$ cat src/design/cd_pkg.sv
// Shared types and codes for the circular deque.
package cd_pkg;

  localparam int DATA_W = 32;
  localparam int ACT_W  = 3;
  localparam int STAT_W = 2;
  localparam int SIZE_W = 4;
  localparam int IN_W   = 40;
  localparam int OUT_W  = 40;

  localparam logic [ACT_W-1:0] ACT_PUSH_BACK  = 3'd0;
  localparam logic [ACT_W-1:0] ACT_POP_FRONT  = 3'd1;
  localparam logic [ACT_W-1:0] ACT_PUSH_FRONT = 3'd2;
  localparam logic [ACT_W-1:0] ACT_POP_BACK   = 3'd3;
  localparam logic [ACT_W-1:0] ACT_PEEK_FRONT = 3'd4;

  localparam logic [STAT_W-1:0] ST_OK    = 2'd0;
  localparam logic [STAT_W-1:0] ST_FULL  = 2'd1;
  localparam logic [STAT_W-1:0] ST_EMPTY = 2'd2;

  typedef struct packed {
    logic load;   // capture request from the input transfer
    logic exec;   // update indices, access slot memory
  } cd_cmd_t;

  typedef struct packed {
    logic full;
    logic empty;
  } cd_stat_t;

endpackage

$ cat src/design/cd_ctrl.sv
// Request sequencer: idle, execute, hold result.
module cd_ctrl (
  input  logic             clk,
  input  logic             rst,
  input  logic             in_valid,
  output logic             in_ready,
  output logic             out_valid,
  input  logic             out_ready,
  input  cd_pkg::cd_stat_t dp_stat,
  output cd_pkg::cd_cmd_t  cmd
);

  localparam logic [1:0] S_IDLE = 2'd0;
  localparam logic [1:0] S_EXEC = 2'd1;
  localparam logic [1:0] S_RESP = 2'd2;

  logic [1:0] state;
  logic [1:0] state_next;

  always_comb begin
    state_next = state;
    unique case (state)
      S_IDLE: begin
        if (in_valid) state_next = S_EXEC;
      end
      S_EXEC: begin
        state_next = S_RESP;
      end
      S_RESP: begin
        if (out_ready) state_next = S_IDLE;
      end
      default: begin
        state_next = S_IDLE;
      end
    endcase
  end

  always_ff @(posedge clk) begin
    if (rst) begin
      state <= S_IDLE;
    end else begin
      state <= state_next;
    end
  end

  assign in_ready  = (state == S_IDLE);
  assign out_valid = (state == S_RESP);
  assign cmd.load  = in_ready && in_valid;
  assign cmd.exec  = (state == S_EXEC);

`ifndef NO_ASSERTIONS
  a_load_then_exec: assert property (@(posedge clk) disable iff (rst)
    cmd.load |=> cmd.exec)
    else $error("request not executed after capture");
  a_never_full_and_empty: assert property (@(posedge clk) disable iff (rst)
    !(dp_stat.full && dp_stat.empty))
    else $error("deque reported both full and empty");
`endif

endmodule

$ cat src/design/cd_dpath.sv
// Deque datapath: slot memory, head/tail indices, size register, result registers.
module cd_dpath #(
  parameter int DEPTH = 8
) (
  input  logic                        clk,
  input  logic                        rst,
  input  cd_pkg::cd_cmd_t             cmd,
  output cd_pkg::cd_stat_t            dp_stat,
  input  logic                        cfg_we,
  input  logic [cd_pkg::SIZE_W-1:0]   cfg_size,
  input  logic [cd_pkg::ACT_W-1:0]    req_action,
  input  logic [cd_pkg::DATA_W-1:0]   req_data,
  output logic [cd_pkg::DATA_W-1:0]   data_out,
  output logic [cd_pkg::STAT_W-1:0]   status
);

  localparam int IW = $clog2(DEPTH);
  localparam int CW = $clog2(DEPTH + 1);
  localparam int SW = (CW > cd_pkg::SIZE_W) ? CW : cd_pkg::SIZE_W;

  logic [cd_pkg::DATA_W-1:0] mem [DEPTH];

  logic [CW-1:0]             size_eff;
  logic [IW-1:0]             head;
  logic [IW-1:0]             tail;
  logic                      empty;
  logic [cd_pkg::ACT_W-1:0]  act_q;
  logic [cd_pkg::DATA_W-1:0] din_q;
  logic [cd_pkg::DATA_W-1:0] rd_q;
  logic [cd_pkg::STAT_W-1:0] stat_q;
  logic                      hit_q;

  logic [IW-1:0]             head_next;
  logic [IW-1:0]             tail_next;
  logic                      empty_next;
  logic [cd_pkg::STAT_W-1:0] stat_next;
  logic                      hit_next;
  logic                      wr_en;
  logic [IW-1:0]             wr_addr;
  logic [IW-1:0]             rd_addr;
  logic                      full;
  logic [SW-1:0]             cfg_ext;
  logic [CW-1:0]             cfg_eff;

  function automatic logic [IW-1:0] step_fwd(input logic [IW-1:0] i,
                                             input logic [CW-1:0] sz);
    logic [CW-1:0] n;
    n = CW'(i) + CW'(1);
    return (n >= sz) ? '0 : IW'(n);
  endfunction

  function automatic logic [IW-1:0] step_back(input logic [IW-1:0] i,
                                              input logic [CW-1:0] sz);
    return (i == '0) ? IW'(sz - CW'(1)) : i - IW'(1);
  endfunction

  assign full = !empty && (head == step_fwd(tail, size_eff));

  // size 0 acts as 1, sizes above the built depth act as the depth
  assign cfg_ext = SW'(cfg_size);
  always_comb begin
    if (cfg_ext == '0) begin
      cfg_eff = CW'(1);
    end else if (cfg_ext > SW'(DEPTH)) begin
      cfg_eff = CW'(DEPTH);
    end else begin
      cfg_eff = CW'(cfg_ext);
    end
  end

  always_comb begin
    head_next  = head;
    tail_next  = tail;
    empty_next = empty;
    stat_next  = cd_pkg::ST_OK;
    hit_next   = 1'b0;
    wr_en      = 1'b0;
    wr_addr    = '0;
    rd_addr    = (act_q == cd_pkg::ACT_POP_BACK) ? tail : head;
    case (act_q)
      cd_pkg::ACT_PUSH_BACK, cd_pkg::ACT_PUSH_FRONT: begin
        if (full) begin
          stat_next = cd_pkg::ST_FULL;
        end else if (empty) begin
          head_next  = '0;
          tail_next  = '0;
          empty_next = 1'b0;
          wr_en      = 1'b1;
          wr_addr    = '0;
        end else if (act_q == cd_pkg::ACT_PUSH_BACK) begin
          tail_next = step_fwd(tail, size_eff);
          wr_en     = 1'b1;
          wr_addr   = tail_next;
        end else begin
          head_next = step_back(head, size_eff);
          wr_en     = 1'b1;
          wr_addr   = head_next;
        end
      end
      cd_pkg::ACT_POP_FRONT, cd_pkg::ACT_POP_BACK: begin
        if (empty) begin
          stat_next = cd_pkg::ST_EMPTY;
        end else begin
          hit_next = 1'b1;
          if (head == tail) begin
            head_next  = '0;
            tail_next  = '0;
            empty_next = 1'b1;
          end else if (act_q == cd_pkg::ACT_POP_FRONT) begin
            head_next = step_fwd(head, size_eff);
          end else begin
            tail_next = step_back(tail, size_eff);
          end
        end
      end
      cd_pkg::ACT_PEEK_FRONT: begin
        if (empty) begin
          stat_next = cd_pkg::ST_EMPTY;
        end else begin
          hit_next = 1'b1;
        end
      end
      default: begin
      end
    endcase
  end

  // control state
  always_ff @(posedge clk) begin
    if (rst) begin
      size_eff <= CW'(DEPTH);
      head     <= '0;
      tail     <= '0;
      empty    <= 1'b1;
    end else begin
      if (cfg_we) size_eff <= cfg_eff;
      if (cmd.exec) begin
        head  <= head_next;
        tail  <= tail_next;
        empty <= empty_next;
      end
    end
  end

  // request capture and result registers
  always_ff @(posedge clk) begin
    if (cmd.load) begin
      act_q <= req_action;
      din_q <= req_data;
    end
    if (cmd.exec) begin
      stat_q <= stat_next;
      hit_q  <= hit_next;
    end
  end

  // slot memory, one write and one registered read
  always_ff @(posedge clk) begin
    if (cmd.exec && wr_en) mem[wr_addr] <= din_q;
    if (cmd.exec) rd_q <= mem[rd_addr];
  end

  assign data_out      = hit_q ? rd_q : '0;
  assign status        = stat_q;
  assign dp_stat.full  = full;
  assign dp_stat.empty = empty;

`ifndef NO_ASSERTIONS
  a_empty_indices: assert property (@(posedge clk) disable iff (rst)
    empty |-> (head == '0 && tail == '0))
    else $error("empty deque with nonzero index");
  a_size_range: assert property (@(posedge clk) disable iff (rst)
    (size_eff != '0) && (size_eff <= CW'(DEPTH)))
    else $error("effective size out of range");
  a_push_fills: assert property (@(posedge clk) disable iff (rst)
    cmd.exec && (act_q == cd_pkg::ACT_PUSH_BACK || act_q == cd_pkg::ACT_PUSH_FRONT)
    |=> !empty)
    else $error("deque empty after push");
  a_pop_empty: assert property (@(posedge clk) disable iff (rst)
    cmd.exec && empty && (act_q == cd_pkg::ACT_POP_FRONT || act_q == cd_pkg::ACT_POP_BACK)
    |=> (stat_q == cd_pkg::ST_EMPTY) && empty && !hit_q)
    else $error("pop on empty deque not refused");
`endif

endmodule

$ cat src/design/circular_deque.sv
// Double-ended queue over a ring of signed 32-bit slots, top level.
//
// Requests enter on the s_ stream: s_tdata holds the action code and the value
// to push. Each request yields exactly one result on the m_ stream: the value
// removed or peeked (zero on pushes and refusals) and a status of ok, full or
// empty. The cfg channel writes the number of ring slots in use (0 acts as 1,
// anything above DEPTH acts as DEPTH); cfg_ready is always high, and writes
// belong between requests.
// Timing: a request transfer moves the block to execute; in the cycle after
// that the result is presented on m_tvalid, and a new request is taken only
// once the result transfer has completed, so requests never overlap. This
// follows from the registered read of the slot memory and the
// one-request-at-a-time sequencer.
// Reset (rst, synchronous): queue empty, both indices zero, size DEPTH; slot
// contents are not cleared.
// When the receiver stalls, the result is held on m_tdata and s_tready stays
// low until the result transfer completes.
module circular_deque #(
  parameter int DEPTH = 8
) (
  input  logic                         clk,
  input  logic                         rst,
  input  logic                         s_tvalid,
  output logic                         s_tready,
  input  logic [cd_pkg::IN_W-1:0]      s_tdata,   // action[2:0], data_in[34:3], zero pad
  output logic                         m_tvalid,
  input  logic                         m_tready,
  output logic [cd_pkg::OUT_W-1:0]     m_tdata,   // data_out[31:0], status[33:32], zero pad
  input  logic                         cfg_valid,
  output logic                         cfg_ready,
  input  logic [cd_pkg::SIZE_W-1:0]    cfg_data   // size_in_use
);

  cd_pkg::cd_cmd_t            cmd;
  cd_pkg::cd_stat_t           dp_stat;
  logic [cd_pkg::DATA_W-1:0]  data_out;
  logic [cd_pkg::STAT_W-1:0]  status;

  assign cfg_ready = 1'b1;

  cd_ctrl u_ctrl (
    .clk       (clk),
    .rst       (rst),
    .in_valid  (s_tvalid),
    .in_ready  (s_tready),
    .out_valid (m_tvalid),
    .out_ready (m_tready),
    .dp_stat   (dp_stat),
    .cmd       (cmd)
  );

  cd_dpath #(
    .DEPTH (DEPTH)
  ) u_dpath (
    .clk        (clk),
    .rst        (rst),
    .cmd        (cmd),
    .dp_stat    (dp_stat),
    .cfg_we     (cfg_valid && cfg_ready),
    .cfg_size   (cfg_data),
    .req_action (s_tdata[cd_pkg::ACT_W-1:0]),
    .req_data   (s_tdata[cd_pkg::ACT_W +: cd_pkg::DATA_W]),
    .data_out   (data_out),
    .status     (status)
  );

  assign m_tdata = {{(cd_pkg::OUT_W - cd_pkg::DATA_W - cd_pkg::STAT_W){1'b0}},
                    status, data_out};

endmodule
$ cat config.mk
export PLATFORM = sky130hd
export DESIGN_NAME = circular_deque
export DESIGN_NICKNAME = d
export VERILOG_FILES = /design/src/design/cd_pkg.sv /design/src/design/cd_ctrl.sv /design/src/design/cd_dpath.sv /design/src/design/circular_deque.sv
export SDC_FILE = /design/constraint.sdc
export NUM_CORES = 1
export LEC_CHECK = 0
export ABC_CLOCK_PERIOD_IN_PS = 9800
export BUFFER_PORTS_ARGS = -buffer_cell sky130_fd_sc_hd__buf_2
export CAP_MARGIN = 40
export CORE_ASPECT_RATIO = 1.4
export CORE_MARGIN = 2
export CORE_UTILIZATION = 35
export CTS_BUF_LIST = sky130_fd_sc_hd__clkbuf_4
export CTS_CLUSTER_SIZE = 30
export DETAILED_ROUTE_END_ITERATION = 10
export PLACE_DENSITY = 0.49
export SETUP_SLACK_MARGIN = 0.05
export SLEW_MARGIN = 40
export SYNTH_ARGS = -nofsm -noshare
export SYNTH_HDL_FRONTEND = slang
export SYNTH_SLANG_ARGS = --single-unit
export TNS_END_PERCENT = 20
$ cat constraint.sdc
create_clock -name clk -period 9.8 [get_ports clk]
set_clock_uncertainty 0.1 [all_clocks]
set_input_delay 0.49 -clock clk [delete_from_list [all_inputs] [get_ports clk]]
set_output_delay 0.49 -clock clk [all_outputs]
set_load 0.005 [all_outputs]
# Word-level counts from Yosys, hierarchy flattened
# Memories as Yosys holds them, arrays and structs flattened. A register that Yosys moved wholly into a read port is not among the register bits.
# Index checks and enable logic that the tools add are counted.
# totals
output_inout_bits	43
inputBits	49
mem_bits_rw	256
n_memories	1
wordCells	92
ff_bits	51
# op_classes
magnitude_cmp	3
n_eq_ne	16
muxes	41
n_addsub	5
n_reduce_logical	17
# memory_table
name	words	width	rd	rd_clocked_by_memory_dff	wr	line_no	text
u_dpath.mem	8	32	1	1	1	cd_dpath.sv:21	logic [cd_pkg::DATA_W-1:0] mem [DEPTH];
# ops
cell	n
$mux W3	21
$mux W32	1
$pmux W3 S2	2
$reduce_and A6 Y1	2
$logic_not A3 Y1	3
$mux W1	9
$sub A3 B1 Y3 const B	3
$add A3 B1 Y4 const B	2
$ge A4 B4 Y1	2
$mux W4	2
$eq A3 B2 Y1 const B	2
$eq A3 B3 Y1	2
$mux W2	3
$ne A2 B2 Y1 const B	3
$ne A3 B1 Y1 const B	2
$ne A3 B2 Y1 const B	2
$pmux W2 S3	1
$gt A4 B4 Y1 const B	1
$logic_not A4 Y1	1
$pmux W2 S2	1
$reduce_or A2 Y1	2
$eq A3 B1 Y1 const B	1
$eq A3 B3 Y1 const B	1
$logic_and A1 B1 Y1	3
other kinds (10)	10

# Depth between registers and ports, before layout
# Gate-level depths: netlist of run 1.
# depth
word_depth	10
ltp_mapped	11
mapped_depth_nobuf	10

# By module
# A second synthesis of run 1 with hierarchy kept.
# unflattened
cells_unflattened	670
area_unflattened_um2	13520.5
# modules_own_cells
module	instances	seq_area_each_um2	cells_each	area_per_inst_um2
cd_dpath	1	10009.6	651	13352.8
cd_ctrl	1	40.0	10	107.6
circular_deque	1	0.0	9	60.1

# Least setup slack after synthesis of run 1
# No wires, ideal clock.
# synth_timing
path_kind	register -> register
startpoint	reg u_dpath.tail[0]
endpoint	mem u_dpath.mem[7][0] (netlist name), enable pin
arrival_ns	5.475
n_path_buf	1
t_required_ns	9.199
period_less_slack_ns	6.076
setup_slack_ns	3.724
setup_ns	0.501
path_stages_with_launch	11
cell_sequence	dfxtp_1 > buf_2 > inv_2 > ha_1 > ha_1 > o211ai_1 > o21a_1 > mux2_2 > o21ai_0 > o21ai_0 > nor4_1
# synth_between
elab_chain_cells	10
word_cells_on_any_way	14
cone_classes	add/sub: 1; order compare: 1; eq/ne: 1; mux: 9; reduce/logical: 2
# synth_rtl
element	line_no	text
start, declared	cd_dpath.sv:25	logic [IW-1:0] tail;
start signal, assigned	cd_dpath.sv:139	tail <= tail_next;
$add A3 B1 Y4 *	cd_dpath.sv:48	n = CW'(i) + CW'(1);
$ge A4 B4 Y1	cd_dpath.sv:49	return (n >= sz) ? '0 : IW'(n);
$mux W3 *	cd_dpath.sv:49	
$eq A3 B3 Y1	cd_dpath.sv:57	assign full = !empty && (head == step_fwd(tail, size_eff));
$logic_and A1 B1 Y1	cd_dpath.sv:57	
$mux W1	cd_dpath.sv:82	if (full) begin
$mux W1	cd_dpath.sv:80	case (act_q)
$logic_and A1 B1 Y1	cd_dpath.sv:159	if (cmd.exec && wr_en) mem[wr_addr] <= din_q;
$mux W1	cd_dpath.sv:159	
$mux W1 (implied by the code)	cd_dpath.sv:159	
end, declared	cd_dpath.sv:21	
# Every way passes the cells marked *; elsewhere a longest branch is shown, timed or not.

# Final worst setup path of run 1
# layout_timing
startpoint	reg u_dpath.tail[0]
endpoint	mem u_dpath.mem[1][24] (netlist name), enable pin
# Same word-level chain as after synthesis.

==> run metrics, run 1 <==
die height=237.4 um; R2R cell count=10; switch share=0.2209; hold path endpoint=u_dpath.din_q[27]$_DFFE_PP_; Initial Utilization=0.3549; vias in the first global route=roughly 7.7k; ys flop type=edfxtp_1; Worst R2R End=u_dpath.mem[1][24]$_DFFE_PP_; Comb power frac=0.044; layout net count=between 900 and 1k; Slew Limit Fails=0; sw power=between 600 and 700 uW; internal power=between 2 and 2.5 mW; hold depth=2; GRT Util Overall=0.1504; Hold Crit Start=s_tdata[30]; Min-Delay Path Class=input port to flop; Congestion Overflow GR=0; Die Wd=approximately 170 um; clock root buffer=clkbuf_4; max frequency=~240 MHz; crit path max fanout=32; CTS max path bufs=3; maximum vdd drop=between 0.05 and 0.06 mV; fin cells=about 1.5k; CP cell instances=inv_2, ha_1, ha_1, nor3b_1, o21a_1, mux2_2, o21ai_0, o21ai_1, nor3_2, buf_4; Arr. time, crit path=between 4 and 5 ns; Slew @ Worst Pin=about 0.7 ns; status=complete, no violations; Overall Power=around 2.9 mW; Layout area overhead=17.97%; Initial DRT Pass Iterations=4; Fin. Hold Viols=0; RSZ-0062 raised after global routing=no; Top cell by count, worst path=ha_1; TritonCTS Buffers=83; via count=a little under 7k; CTS H-Tree Depth=3; DIE AREA=40,540 um^2; initial antenna violation count=2; placed cells=1,263; WL/cell=~20 um; area of the multi-input gates=about 3300 um^2; first-iteration detailed-routing DRC count=roughly 290; number of buffers added on ports=slightly below 80; asr flop ratio synth=0; register share of total power=0.571; CP bufs+invs=2; Clock Power Share=0.385; core box area=38,390 um^2; Vias/cell=around 4.8; Cells after Synth=between 600 and 700; TNS Setup=0 ns; row count=85; worst skew pair latency=about 0.75 ns; Crit Path Category=flop to flop; Remaining DRCs=0; Period minus WS final=4.141 ns; fin util=0.4186; DP Wirelength=15,720 um; largest net degree at the start of global routing=65; post-CTS setup buffer count=0; cell taking the most area after synthesis=edfxtp_1; mean area per synthesized cell=around 20 um^2; Critical Path RT=between 10 and 15 ns; layout cell share with drive strength beyond 1=0.3262; I/O pin count=92; first-pass GRT wire length=roughly 44,000 um; Synth cell types=55; number of flops mapped to enable cells by yosys=326; Post-Syn Area=13,620 um^2; Fillers=approximately 3.5k; post-synthesis sequential element count=~340; CP top delay family=compound AO/OA/AOI/OAI gates; Synth top area share=0.7185; startpoint types=flop; top area cells in the synthesized netlist=edfxtp_1 (72%), mux4_1 (6.6%), mux4_2 (5.0%), mux2_2 (2.7%), dfxtp_1 (1.9%); P per Cell Area=between 150 and 200 nW/um^2; Slew HR=0.5346; Final Cycle Share=0.4226; setup violators final=0; Clock Sinks=339; GP Congestion=approximately 0.80; antenna-violating nets left=0; Leak=roughly 5.7 nW; final WL=roughly 29,000 um; crit path max-delay cell type=dfxtp_1; Worst Setup End Kind=flop; flop-to-flop setup slack=approximately 5.7 ns; TritonCTS clock tree=yes; Reg2Reg Launch Point=u_dpath.tail[0]$_SDFFE_PP0P_; register area share after synthesis=0.7376; Clock transition at path regs=about 0.07 ns; synth warn=0; max cap viols=0; Seq. cell area=between 10,000 and 15,000 um^2; delay of the slowest critical-path stage=0.59 ns
[sequential cells by signal (all words and copies together) (netlist names)]
| register | flops |
|---|---|
| u_dpath.size_eff | 4 |
| u_dpath.head | 3 |
| u_dpath.din_q | 32 |
| u_dpath.mem | 256 |
| u_dpath.rd_q | 32 |
| u_dpath.empty | 1 |
| u_ctrl.state | 2 |
| u_dpath.tail | 3 |
| u_dpath.hit_q | 1 |
| u_dpath.act_q | 3 |
| u_dpath.status | 2 |
[layout make-up]
| cell class | count | share of cell area |
|---|---|---|
| Sequential cell | 339 | 0.6253 |
| Multi-Input combinational cell | 292 | 0.2069 |
| Timing Repair Buffer | 143 | 0.06204 |
| Clock buffer | 113 | 0.05278 |
| Tap cell | 522 | 0.04064 |
| Clock inverter | 28 | 0.008797 |
| Inverter | 14 | 0.003270 |
| Antenna cell | 2 | 0.0003114 |
[cell usage in the layout, fill, tap and decap left out, types with 18 or more instances in the layout]
master,netlist,routed
clkinv_1,0,18
clkbuf_4,0,113
mux2_2,33,33
mux4_2,30,30
mux4_1,34,34
dlygate4sd3_1,0,47
edfxtp_1,326,326
and2_1,34,33
buf_2,2,79
[power by group through the flow]
stage               combinational (mW)  sequential [mW]  clock [mW]
floorplan                       0.0796             1.66           0
global placement                 0.114             1.67           0
detailed placement               0.116             1.67           0
CTS                              0.131             1.64        1.16
global route                     0.140             1.64        1.23
finish                           0.127             1.64        1.11
[worst max-delay path by stage]
| stage | from | endpoint | slack [ns] | cells after the start |
|---|---|---|---|---|
| after floorplan | u_dpath.tail[0]$_SDFFE_PP0P_ | u_dpath.mem[7][0]$_DFFE_PP_ | 3.72 | 10 |
| after global placement | u_dpath.tail[0]$_SDFFE_PP0P_ | u_dpath.mem[1][19]$_DFFE_PP_ | 5.61 | 10 |
| after detailed placement | u_dpath.tail[0]$_SDFFE_PP0P_ | u_dpath.mem[1][18]$_DFFE_PP_ | 5.52 | 10 |
| after CTS | u_dpath.tail[0]$_SDFFE_PP0P_ | u_dpath.mem[1][24]$_DFFE_PP_ | 5.51 | 10 |
| after global routing | u_dpath.tail[0]$_SDFFE_PP0P_ | u_dpath.mem[1][24]$_DFFE_PP_ | 5.42 | 10 |
| final | u_dpath.tail[0]$_SDFFE_PP0P_ | u_dpath.mem[1][24]$_DFFE_PP_ | 5.66 | 10 |
[Yosys cell counts, types with 3 or more instances]
library cell / instances
mux4_2: 30
buf_4: 10
nand2b_1: 6
nand2_1: 10
a21oi_1: 12
mux2i_1: 8
mux4_1: 34
and3_1: 3
nor3_1: 14
mux2_2: 33
o211ai_1: 3
nor2b_1: 7
inv_1: 12
edfxtp_1: 326
xor2_1: 5
ha_1: 15
and2_1: 34
or3_1: 3
o21ai_0: 11
buf_12: 7
xnor2_1: 3
clkbuf_1: 13
nor2_1: 20
dfxtp_1: 13
[stage by stage]
| step | instance area (um^2) | hold WS (ns) | setup WS (ns) |
|---|---|---|---|
| final | 16070 | 0.3536 | 5.659 |
| after global routing | 16070 | 0.2867 | 5.417 |
| after CTS | 16070 | 0.2637 | 5.513 |
| after detailed placement | 14610 | 0.4353 | 5.524 |
| after global placement | 14600 | 0.3863 | 5.609 |
| after floorplan | 13640 | 0.3677 | 3.724 |
[layer usage]
metal / GRT usage / share of wire / vias up
li1: - / - / 3177
met1: 0.1623 / 0.38 / 3500
met2: 0.2795 / 0.55 / 179
met3: 0.03713 / 0.052 / 46
met4: 0.05802 / 0.019 / 0
met5: 0 / 0 / -
[what timing repair did]
| item | 4_1_cts | 5_1_grt |
|---|---|---|
| endpoints found under the hold margin | 47 | 0 |
| resized for setup | 0 | 0 |
| hold buffers | 47 | 0 |
| endpoints found under the setup margin | 0 | 0 |
[cells by family after synthesis]
group | after synthesis | synth area share
buffers and inverters | 48 | 0.02562
adders and majority gates | 15 | 0.01378
muxes | 105 | 0.1483
other | 2 | 0.0005512
xor gates and xnor gates | 8 | 0.005143
AOI/OAI and AO/OA | 48 | 0.02406
DFF | 339 | 0.7376
and+or+nand+nor | 109 | 0.04491
Note: power is estimated with default switching activity, not from simulation.
==> run 2, diff against run 1 <==
Settings changed: ABC_CLOCK_PERIOD_IN_PS 9800 to 3910.
Clock period 9.8 ns to 3.91 ns, I/O delays scaled along.
==> run 2 against run 1 <==
Compared with the run above: largest power group unchanged; worst hold slack worse by 0.26 ns; fmax up 15%; routed wire length decreased by 3.3%; critical path depth is the same; largest cell class unchanged; combinational power rose to 2.7 times the previous value; critical path type unchanged; count of clock-buffer cells in the layout is the same; utilization increased by 1.4 points; sequential power increased to 2.5 times the previous value.
==> run metrics, run 2 (synthesis gave the netlist of run 1 again) <==
layout cell share with drive strength beyond 1=0.3237 (-0.002446); Crit Path Category=flop to flop; final WL=28,250 um (-3.3%); Fin. Hold Viols=0 (unchanged); CP top delay family=compound AO/OA/AOI/OAI gates; Vias/cell=4.693 (-1.2%); Congestion Overflow GR=0 (unchanged); DP Wirelength=16,080 um (+2.3%); die height=237.4 um (unchanged); Leak=5.870 nW (+3.7%); crit path max-delay cell type=dfxtp_1; setup violators final=0 (unchanged); RSZ-0062 raised after global routing=no; flop-to-flop setup slack=0.31 ns (-5.34 ns); CTS max path bufs=3 (unchanged); worst skew pair latency=0.76 ns (about the same); largest net degree at the start of global routing=43 (-34%); most frequent cells in the layout=edfxtp_1 (326), clkbuf_4 (113), dlygate4sd3_1 (79), buf_2 (79), mux4_1 (34); Top Registers=u_dpath.mem x256, u_dpath.din_q x32, u_dpath.rd_q x32; hold depth=2 (unchanged); Clock transition at path regs=0.06 ns (about the same); via count=7,006 (+1.5%); P per Cell Area=436.3 nW/um^2 (+140%); status=complete, no violations; TritonCTS clock tree=yes; Worst Setup SP=u_dpath.tail[0]$_SDFFE_PP0P_; core box area=38,390 um^2 (unchanged); CTS H-Tree Depth=3 (unchanged); Clock Sinks=339 (unchanged); Initial DRT Pass Iterations=4 (unchanged); layout net count=974 (+3.9%); max reg flops=256 (unchanged); max cap viols=0 (unchanged); CP bufs+invs=2 (unchanged); crit path max fanout=26 (-19%); clock root buffer=clkbuf_4; Setup WS post-layout=0.3150 ns (-5.344 ns); Period minus WS final=3.595 ns (-0.5461 ns); first-iteration detailed-routing DRC count=351 (+21%); vias in the first global route=7,775 (+1.1%); maximum vdd drop=0.1639 mV (+210%); Slew HR=0.5827 (+0.04809); Min-Delay Path Class=input port to flop; number of buffers added on ports=79 (unchanged); Initial Utilization=0.3549 (unchanged); first-pass GRT wire length=43,300 um (-2.0%); delay of the slowest critical-path stage=0.50 ns (-0.09 ns); DIE AREA=40,540 um^2 (unchanged); WL/cell=18.92 um (-5.8%); Reg2Reg Launch Point=u_dpath.tail[0]$_SDFFE_PP0P_; Arr. time, crit path=3.90 ns (-0.50 ns); max frequency=278.2 MHz (+15%); hold path endpoint=u_dpath.din_q[8]$_DFFE_PP_; Worst R2R End=u_dpath.mem[7][18]$_DFFE_PP_; TritonCTS Buffers=82 (-1.2%); GRT Util Overall=0.1453 (-0.005066); R2R cell count=10 (unchanged); I/O pin count=92 (unchanged); Critical Path RT=4.22 ns (-5.84 ns); Layout area overhead=22.02%; most common cell after layout, fill and taps aside=edfxtp_1; initial antenna violation count=1 (-1); post-place setup slack=0.2963 ns (-5.227 ns); Final Cycle Share=0.9194 (+0.4969); row count=85 (unchanged); Biggest register=u_dpath.mem; startpoint types=flop; Remaining DRCs=0 (unchanged); antenna-violating nets left=0 (unchanged); CP cell instances=inv_2, ha_4, ha_1, o211ai_1, o21a_1, mux2_2, o21ai_1, o21ai_2, nor4_4, buf_12; GP Congestion=0.7464 (-6.3%); Slew Limit Fails=0 (unchanged); Die Wd=170.7 um (unchanged); Worst Setup End Kind=flop; Slew @ Worst Pin=0.6204 ns (-0.07770 ns); Hold Crit Start=s_tdata[11]; TNS Setup=0 ns (unchanged); post-CTS setup buffer count=0 (unchanged)
==> run 2: cell types whose count changed in the layout (fill, tap and decap cells not counted), sizes merged <==
cell | previous run | this run
buf | 96 | 102
dlygate4sd3 | 47 | 79
clkinv | 23 | 26
diode | 2 | 1
==> run 2: per-stage QoR <==
| step | util | std cells | hold WS, ns | instance area [um^2] | total power [mW] |
|---|---|---|---|---|---|
| floorplan | - | 679 | 0.1671 | 13720 | 4.371 |
| global placement | 0.3858 | 1269 | 0.2715 | 14810 | 4.475 |
| detailed placement | 0.3859 | 1269 | 0.2736 | 14820 | 4.489 |
| CTS | 0.4329 | 1492 | 0.0004691 | 16620 | 7.389 |
| global route | 0.4330 | 1493 | 0.05572 | 16620 | 7.597 |
| finish | 0.4330 | 1493 | 0.09444 | 16620 | 7.253 |
==> run 2: how the worst max path moves through the flow <==
stage | endpoint | slack [ns] | cells past startpoint
2_1_floorplan | u_dpath.mem[0][0]$_DFFE_PP_ | -0.20 | 10
3_3_place_gp | u_dpath.mem[0][27]$_DFFE_PP_ | 0.34 | 10
3_5_place_dp | u_dpath.mem[0][18]$_DFFE_PP_ | 0.30 | 10
4_1_cts | u_dpath.mem[0][16]$_DFFE_PP_ | 0.27 | 10
5_1_grt | u_dpath.mem[5][5]$_DFFE_PP_ | 0.14 | 10
6_report | u_dpath.mem[7][18]$_DFFE_PP_ | 0.31 | 10
==> run 2: report_power, final <==
group | internal (mW) | leakage (nW) | switching [mW]
Combinational | 0.181 | 2.20 | 0.162
Clock | 1.41 | 0.602 | 1.38
Sequential | 4.05 | 3.07 | 0.0645
==> run 2: metal layers <==
layer	global-route usage	up-vias	wire [um]
met2	0.2619	154	15290
li1	-	3249	-
met3	0.03347	49	1237
met5	0	-	0
met1	0.1622	3554	11100
met4	0.06449	0	619
==> run 2: layout make-up <==
type / count / area (um^2)
antenna: 1 / 2.502
clock buffer: 113 / 848.3
clock inverter: 31 / 162.7
fill: 3415 / 21770
inverter: 14 / 55.05
multi-input combinational: 292 / 3382
sequential: 339 / 10050
tap: 522 / 653.1
timing repair buffer: 181 / 1471
==> run 2: what timing repair did <==
item,CTS,global route
setup endpoints to repair,0,0
hold buffers,79,0
resized for setup,0,0
hold endpoints to repair,83,0
